`config.mk`:
```
export PLATFORM = sky130hd
export DESIGN_NAME = evg_front
export DESIGN_NICKNAME = d
export VERILOG_FILES = /design/src/hdl/edge_velocity_gradient_q_assert.svh /design/src/hdl/evg_pkg.sv /design/src/hdl/evg_front.sv
export SDC_FILE = /design/constraint.sdc
export NUM_CORES = 1
export LEC_CHECK = 0
export BUFFER_PORTS_ARGS = -buffer_cell sky130_fd_sc_hd__buf_2
export CAP_MARGIN = 20
export CORE_ASPECT_RATIO = 0.8
export CORE_MARGIN = 5
export CORE_UTILIZATION = 45
export CTS_CLUSTER_DIAMETER = 30
export DETAILED_ROUTE_END_ITERATION = 6
export PLACE_DENSITY_LB_ADDON = 0.3
export SLEW_MARGIN = 10
export SYNTH_ARGS = -nofsm -noshare
export SYNTH_HDL_FRONTEND = slang
export SYNTH_SLANG_ARGS = --single-unit
```
`constraint.sdc`:
```
create_clock -name clock -period 6.7 [get_ports clock]
set_input_delay 0.67 -clock clock [delete_from_list [all_inputs] [get_ports clock]]
set_output_delay 0.67 -clock clock [all_outputs]
set_load 0.02 [all_outputs]
```
`src/hdl/edge_velocity_gradient_q_assert.svh`:
```
// Assertion macros shared by the block
`ifndef EDGE_VELOCITY_GRADIENT_Q_ASSERT_SVH
`define EDGE_VELOCITY_GRADIENT_Q_ASSERT_SVH

// same-cycle implication
`define EVG_ASSERT_NOW(lbl, ante, cons) \
   lbl: assert property (@(posedge clock) disable iff (reset) (ante) |-> (cons)) \
      else $error("edge_velocity_gradient_q check failed");

// next-cycle implication
`define EVG_ASSERT_NEXT(lbl, ante, cons) \
   lbl: assert property (@(posedge clock) disable iff (reset) (ante) |=> (cons)) \
      else $error("edge_velocity_gradient_q check failed");

// implication after a fixed number of cycles
`define EVG_ASSERT_AFTER(lbl, ante, dly, cons) \
   lbl: assert property (@(posedge clock) disable iff (reset) (ante) |-> ##(dly) (cons)) \
      else $error("edge_velocity_gradient_q check failed");

`endif

```
`src/hdl/evg_pkg.sv`:
```
`timescale 1ns / 1ps
package evg_pkg;

   localparam int FRAC_BITS = 16;
   localparam int TOL_W     = 16;
   localparam int DIFF_W    = 33;
   localparam int QUOT_W    = 32;

   localparam int FRONT_LAT = 2;
   localparam int DIV_LAT   = 34;
   localparam int SQRT_LAT  = 34;
   localparam int PROD_LAT  = 5;
   localparam int TOTAL_LAT = FRONT_LAT + DIV_LAT + PROD_LAT;

   localparam logic [TOL_W-1:0] TOL_RESET = TOL_W'(1);

   typedef struct packed {
      logic [2:0][DIFF_W-1:0] dx_mag;
      logic [2:0][DIFF_W-1:0] dv_mag;
      logic [2:0]             dx_neg;
      logic [2:0]             dv_neg;
      logic                   ok;
   } front_type;

endpackage

```
`src/hdl/evg_front.sv`:
```
`timescale 1ns / 1ps
module evg_front (
   input  logic                          clock,
   input  logic [2:0][31:0]              start_pos,
   input  logic [2:0][31:0]              end_pos,
   input  logic [2:0][31:0]              start_vel,
   input  logic [2:0][31:0]              end_vel,
   input  logic [evg_pkg::TOL_W-1:0]     tolerance,
   output evg_pkg::front_type            front
);

   localparam int W = evg_pkg::DIFF_W;

   logic [2:0][W-1:0] dx_ff, dv_ff;
   evg_pkg::front_type front_ff, front_in;

   always_ff @(posedge clock) begin
      for (int i = 0; i < 3; i++) begin
         dx_ff[i] <= W'($signed(end_pos[i])) - W'($signed(start_pos[i]));
         dv_ff[i] <= W'($signed(end_vel[i])) - W'($signed(start_vel[i]));
      end
   end

   always_comb begin
      front_in.ok = 1'b1;
      for (int i = 0; i < 3; i++) begin
         front_in.dx_neg[i] = dx_ff[i][W-1];
         front_in.dv_neg[i] = dv_ff[i][W-1];
         front_in.dx_mag[i] = dx_ff[i][W-1] ? (~dx_ff[i] + W'(1)) : dx_ff[i];
         front_in.dv_mag[i] = dv_ff[i][W-1] ? (~dv_ff[i] + W'(1)) : dv_ff[i];
         if (front_in.dx_mag[i] <= W'(tolerance))
            front_in.ok = 1'b0;
      end
   end

   always_ff @(posedge clock) begin
      front_ff <= front_in;
   end

   assign front = front_ff;

endmodule

```
==> impl_metrics.csv <==
group,metric,value,unit
clock_tree,tritoncts.num_buffers,78,
run,maxcap_viol_count,0,
power,worst_ir_drop_vdd,0.000185,V
worst_setup_path,critical_path.startpoint,"dx_ff[68]$_DFF_P_",
placement,globalplace.congestion,0.930,
floorplanning,core_area,51000,µm²
clock_tree,worstSkewPairLatency,600,ps
layout,layout_cell_share_with_drive_strength_beyond_1,23.6,%
synth,synth.top_cells.by_count,"sky130_fd_sc_hd__dfxtp_1 (403), sky130_fd_sc_hd__xnor2_1 (281), sky130_fd_sc_hd__inv_1 (280), sky130_fd_sc_hd__ha_1 (246), sky130_fd_sc_hd__o21ai_0 (183)",
clock_tree,postCtsResizedCells,0,
clock_tree,clock_tree.htree_level_count,3,
placement,placed_cells_incl_taps,3881,
timing,fmaxAchievable,253,MHz
hold_path,min_delay_startpoint,"dx_ff[32]$_DFF_P_",
routing,route.vias.total,20759,
synth,synthesis.nets,3271,
clock_tree,clk_tree_root_cell,"sky130_fd_sc_hd__clkbuf_16",
routing,detail_route.wl_per_cell,16.9,µm
routing,drcViolationCount,0,
floorplanning,floorplan.die.height,213,µm
synth,syn-cell-area,23100,µm²
routing,drt_pre_antenna_iters,6,
global_routing,global_route.usage.met2,36.3,%
clock_tree,cts_tree,"yes",
run_status,outcome,"complete, no violations",
timing,timing.final.setup_violations,0,
global_routing,groute.layer.met1.usage,30.3,%
synth,yosys_warnings,0,
global_routing,grt_pass1_wl,104,mm
timing,post-route-period-util,59.0,%
worst_setup_path,startpoint_type,"flip-flop",
timing,count_of_final_max_slew_check_failures,0,
floorplanning,std_cell_rows,74,
routing,final_antenna_net_count,0,
global_routing,overflow,0,
layout,synth_to_final_area_change,28.1,%
placement,io_buffer_count,605,
timing,worst_slew_slack_as_a_fraction_of_its_limit,31.4,%
power,power_density,355,nW/µm²
global_routing,grt_antenna_before_repair,12,
layout,fin_area,29700,µm²
synth,synth-async-reset-ratio,0,%
synth,dominant_cell_by_count_in_the_synthesized_netlist,"sky130_fd_sc_hd__dfxtp_1",
timing,grt_setup_unrepaired,"no",
timing,tns,0,ps
global_routing,first_global_vias,19787,
layout,fin_cells,4028,
synth,syn_area_per_cell,8.84,µm²
worst_setup_path,cp_data_arrival_time,4390,ps
placement,dp_hpwl,56.2,mm
clock_tree,cts_hold_buf,0,
floorplanning,die_area,56100,µm²
global_routing,track_usage,23.0,%
synth,synth_seq_area_share,34.9,%
synth,ff_latch_count_synth,403,
routing,final_wirelength,67.9,mm
worst_setup_path,path_class,"reg2reg",
routing,post_drt_via_cell_ratio,5.15,
worst_setup_path,cp.required,7140,ps
timing,setup_ws,2750,ps
synth,synth_edf_count,0,
synth,synth.largest_area_cell,"sky130_fd_sc_hd__dfxtp_1",
worst_setup_path,worstReg2RegStart,"dx_ff[68]$_DFF_P_",
timing,timing.final.crit_period,3950,ps
clock_tree,cts_sinks,403,
timing,number_of_hold_violations_in_the_final_report,0,
global_routing,global_route.usage.met3,6.72,%
worst_setup_path,endpoint_kind,"flip-flop",
synth,ys.flop_type,"sky130_fd_sc_hd__dfxtp_1",
timing,skew,18.5,ps
hold_path,min_path_type,"reg2reg",
timing,finalHoldWorstSlack,350,ps
floorplanning,io_pins,606,
global_routing,pin_count_of_the_biggest_net_entering_global_routing,43,
synth,synth.lib_cells_used.distinct,79,
layout,nets,3931,
synth,synthCells,2618,
placement,place_area,26900,µm²
routing,drtIter0Drc,1293,
floorplanning,floorplan.initialDensity,45.4,%
timing,tightestPinTransition,1030,ps
synth,post_synth_main_area_contributors,"sky130_fd_sc_hd__dfxtp_1 (35%), sky130_fd_sc_hd__ha_1 (13%), sky130_fd_sc_hd__xnor2_1 (11%)",
worst_setup_path,critical_path.max_fanout,4,
floorplanning,fp.dieW,264,µm
clock_tree,clock_transition_at_the_register_clock_pins_on_the_worst_setup_and_hold_paths_after_cts,50,ps
placement,place_ws,2790,ps
power,cellLeakagePower,14.1,nW
synth,synth_top_area_share,34.9,%
global_routing,globalRoute.busiestLayer,"met2",
clock_tree,cts-root-to-sink-buffers,3,
clock_tree,cts.repair_timing.setup_buffer_count,0,
==> power by group <==
group / switching [mW] / leakage, nW / total (mW) / internal [mW]
clock: 1.35 / 1.28 / 3.87 / 2.52
sequential: 0.437 / 3.40 / 3.54 / 3.10
combinational: 1.86 / 9.42 / 3.11 / 1.25
total: 3.65 / 14.1 / 10.5 / 6.87
==> cell usage in the layout (no fill, tap or decap), types with 11 or more instances in the layout <==
master,count
sky130_fd_sc_hd__nand2b_1,35
sky130_fd_sc_hd__o41ai_1,26
sky130_fd_sc_hd__a21o_1,67
sky130_fd_sc_hd__clkbuf_16,79
sky130_fd_sc_hd__dfxtp_1,403
sky130_fd_sc_hd__o21ai_0,183
sky130_fd_sc_hd__a21boi_0,11
sky130_fd_sc_hd__buf_2,605
sky130_fd_sc_hd__nand4_1,19
sky130_fd_sc_hd__ha_1,246
sky130_fd_sc_hd__a21oi_1,151
sky130_fd_sc_hd__or3_1,41
sky130_fd_sc_hd__or2_2,16
sky130_fd_sc_hd__o21bai_1,21
sky130_fd_sc_hd__nor4_1,19
sky130_fd_sc_hd__a211oi_1,13
sky130_fd_sc_hd__xor2_1,54
sky130_fd_sc_hd__or4_1,21
sky130_fd_sc_hd__and3_1,31
sky130_fd_sc_hd__nand2_1,153
sky130_fd_sc_hd__inv_6,13
sky130_fd_sc_hd__nor2_1,131
sky130_fd_sc_hd__o211ai_1,13
sky130_fd_sc_hd__inv_1,280
sky130_fd_sc_hd__xnor2_1,281
sky130_fd_sc_hd__o31a_1,14
sky130_fd_sc_hd__o31ai_1,50
sky130_fd_sc_hd__nand3_1,48
sky130_fd_sc_hd__nor3_1,32
sky130_fd_sc_hd__nor2b_1,44
sky130_fd_sc_hd__a31oi_1,25
sky130_fd_sc_hd__o21a_1,30
==> through the flow <==
| stage | power (mW) | utilization, % |
|---|---|---|
| finish | 10.5 | 58.1 |
| detailed placement | 6.67 | 52.8 |
| global placement | 6.65 | 52.8 |
| global route | 11.1 | 58.1 |
| floorplan | 5.52 | - |
| CTS | 10.6 | 58.0 |
==> cell families after synthesis <==
group,synth area share [%]
AOI/OAI and AO/OA,19.1
buffers and inverters,5.07
xor gates and xnor gates,12.7
DFF,34.9
adders and majority gates,13.8
muxes,0.362
and+or+nand+nor,14.1
==> per-layer routing <==
layer  share of wire, %  up-vias
met5               0.14        -
met4                3.3       14
met2                 45      669
met1                 45     9328
met3                7.2      157
li1                   -    10591
==> registers in the layout, summed over array words and instances, names as in the netlist <==
signal,flops
front,205
dv_ff,99
dx_ff,99
==> cell type report <==
cell class	count	area, µm²
fillers	4597	21400
multi-input cells	1905	13900
flip-flops and latches	403	8070
repair buffers	610	3090
clock buffers	89	2050
inverters	280	1050
well taps	684	856
clock inverters	51	619
diodes	6	15.0
==> path summary, 6_finish.rpt <==
path	to	slack [ps]	cells past startpoint
worst max register to register	front[0]$_SDFF_PP0_	2750	13
worst min register to register	front[4]$_DFF_P_	350	0
worst max-delay path	front[0]$_SDFF_PP0_	2750	13
worst min-delay path	front[4]$_DFF_P_	350	0
==> critical path: stages (launching register included) <==
cell,delay (ps)
sky130_fd_sc_hd__dfxtp_1,350
sky130_fd_sc_hd__nor4_1,570
sky130_fd_sc_hd__nand2_1,210
sky130_fd_sc_hd__or3_1,460
sky130_fd_sc_hd__o41ai_1,330
sky130_fd_sc_hd__xnor2_1,210
sky130_fd_sc_hd__ha_1,290
sky130_fd_sc_hd__o21ai_0,80
sky130_fd_sc_hd__a21oi_1,60
sky130_fd_sc_hd__nor4_1,220
sky130_fd_sc_hd__a21oi_1,110
sky130_fd_sc_hd__or4_1,390
sky130_fd_sc_hd__nor3_1,400
sky130_fd_sc_hd__a211oi_1,100
Note: power is estimated with default switching activity, not from simulation.
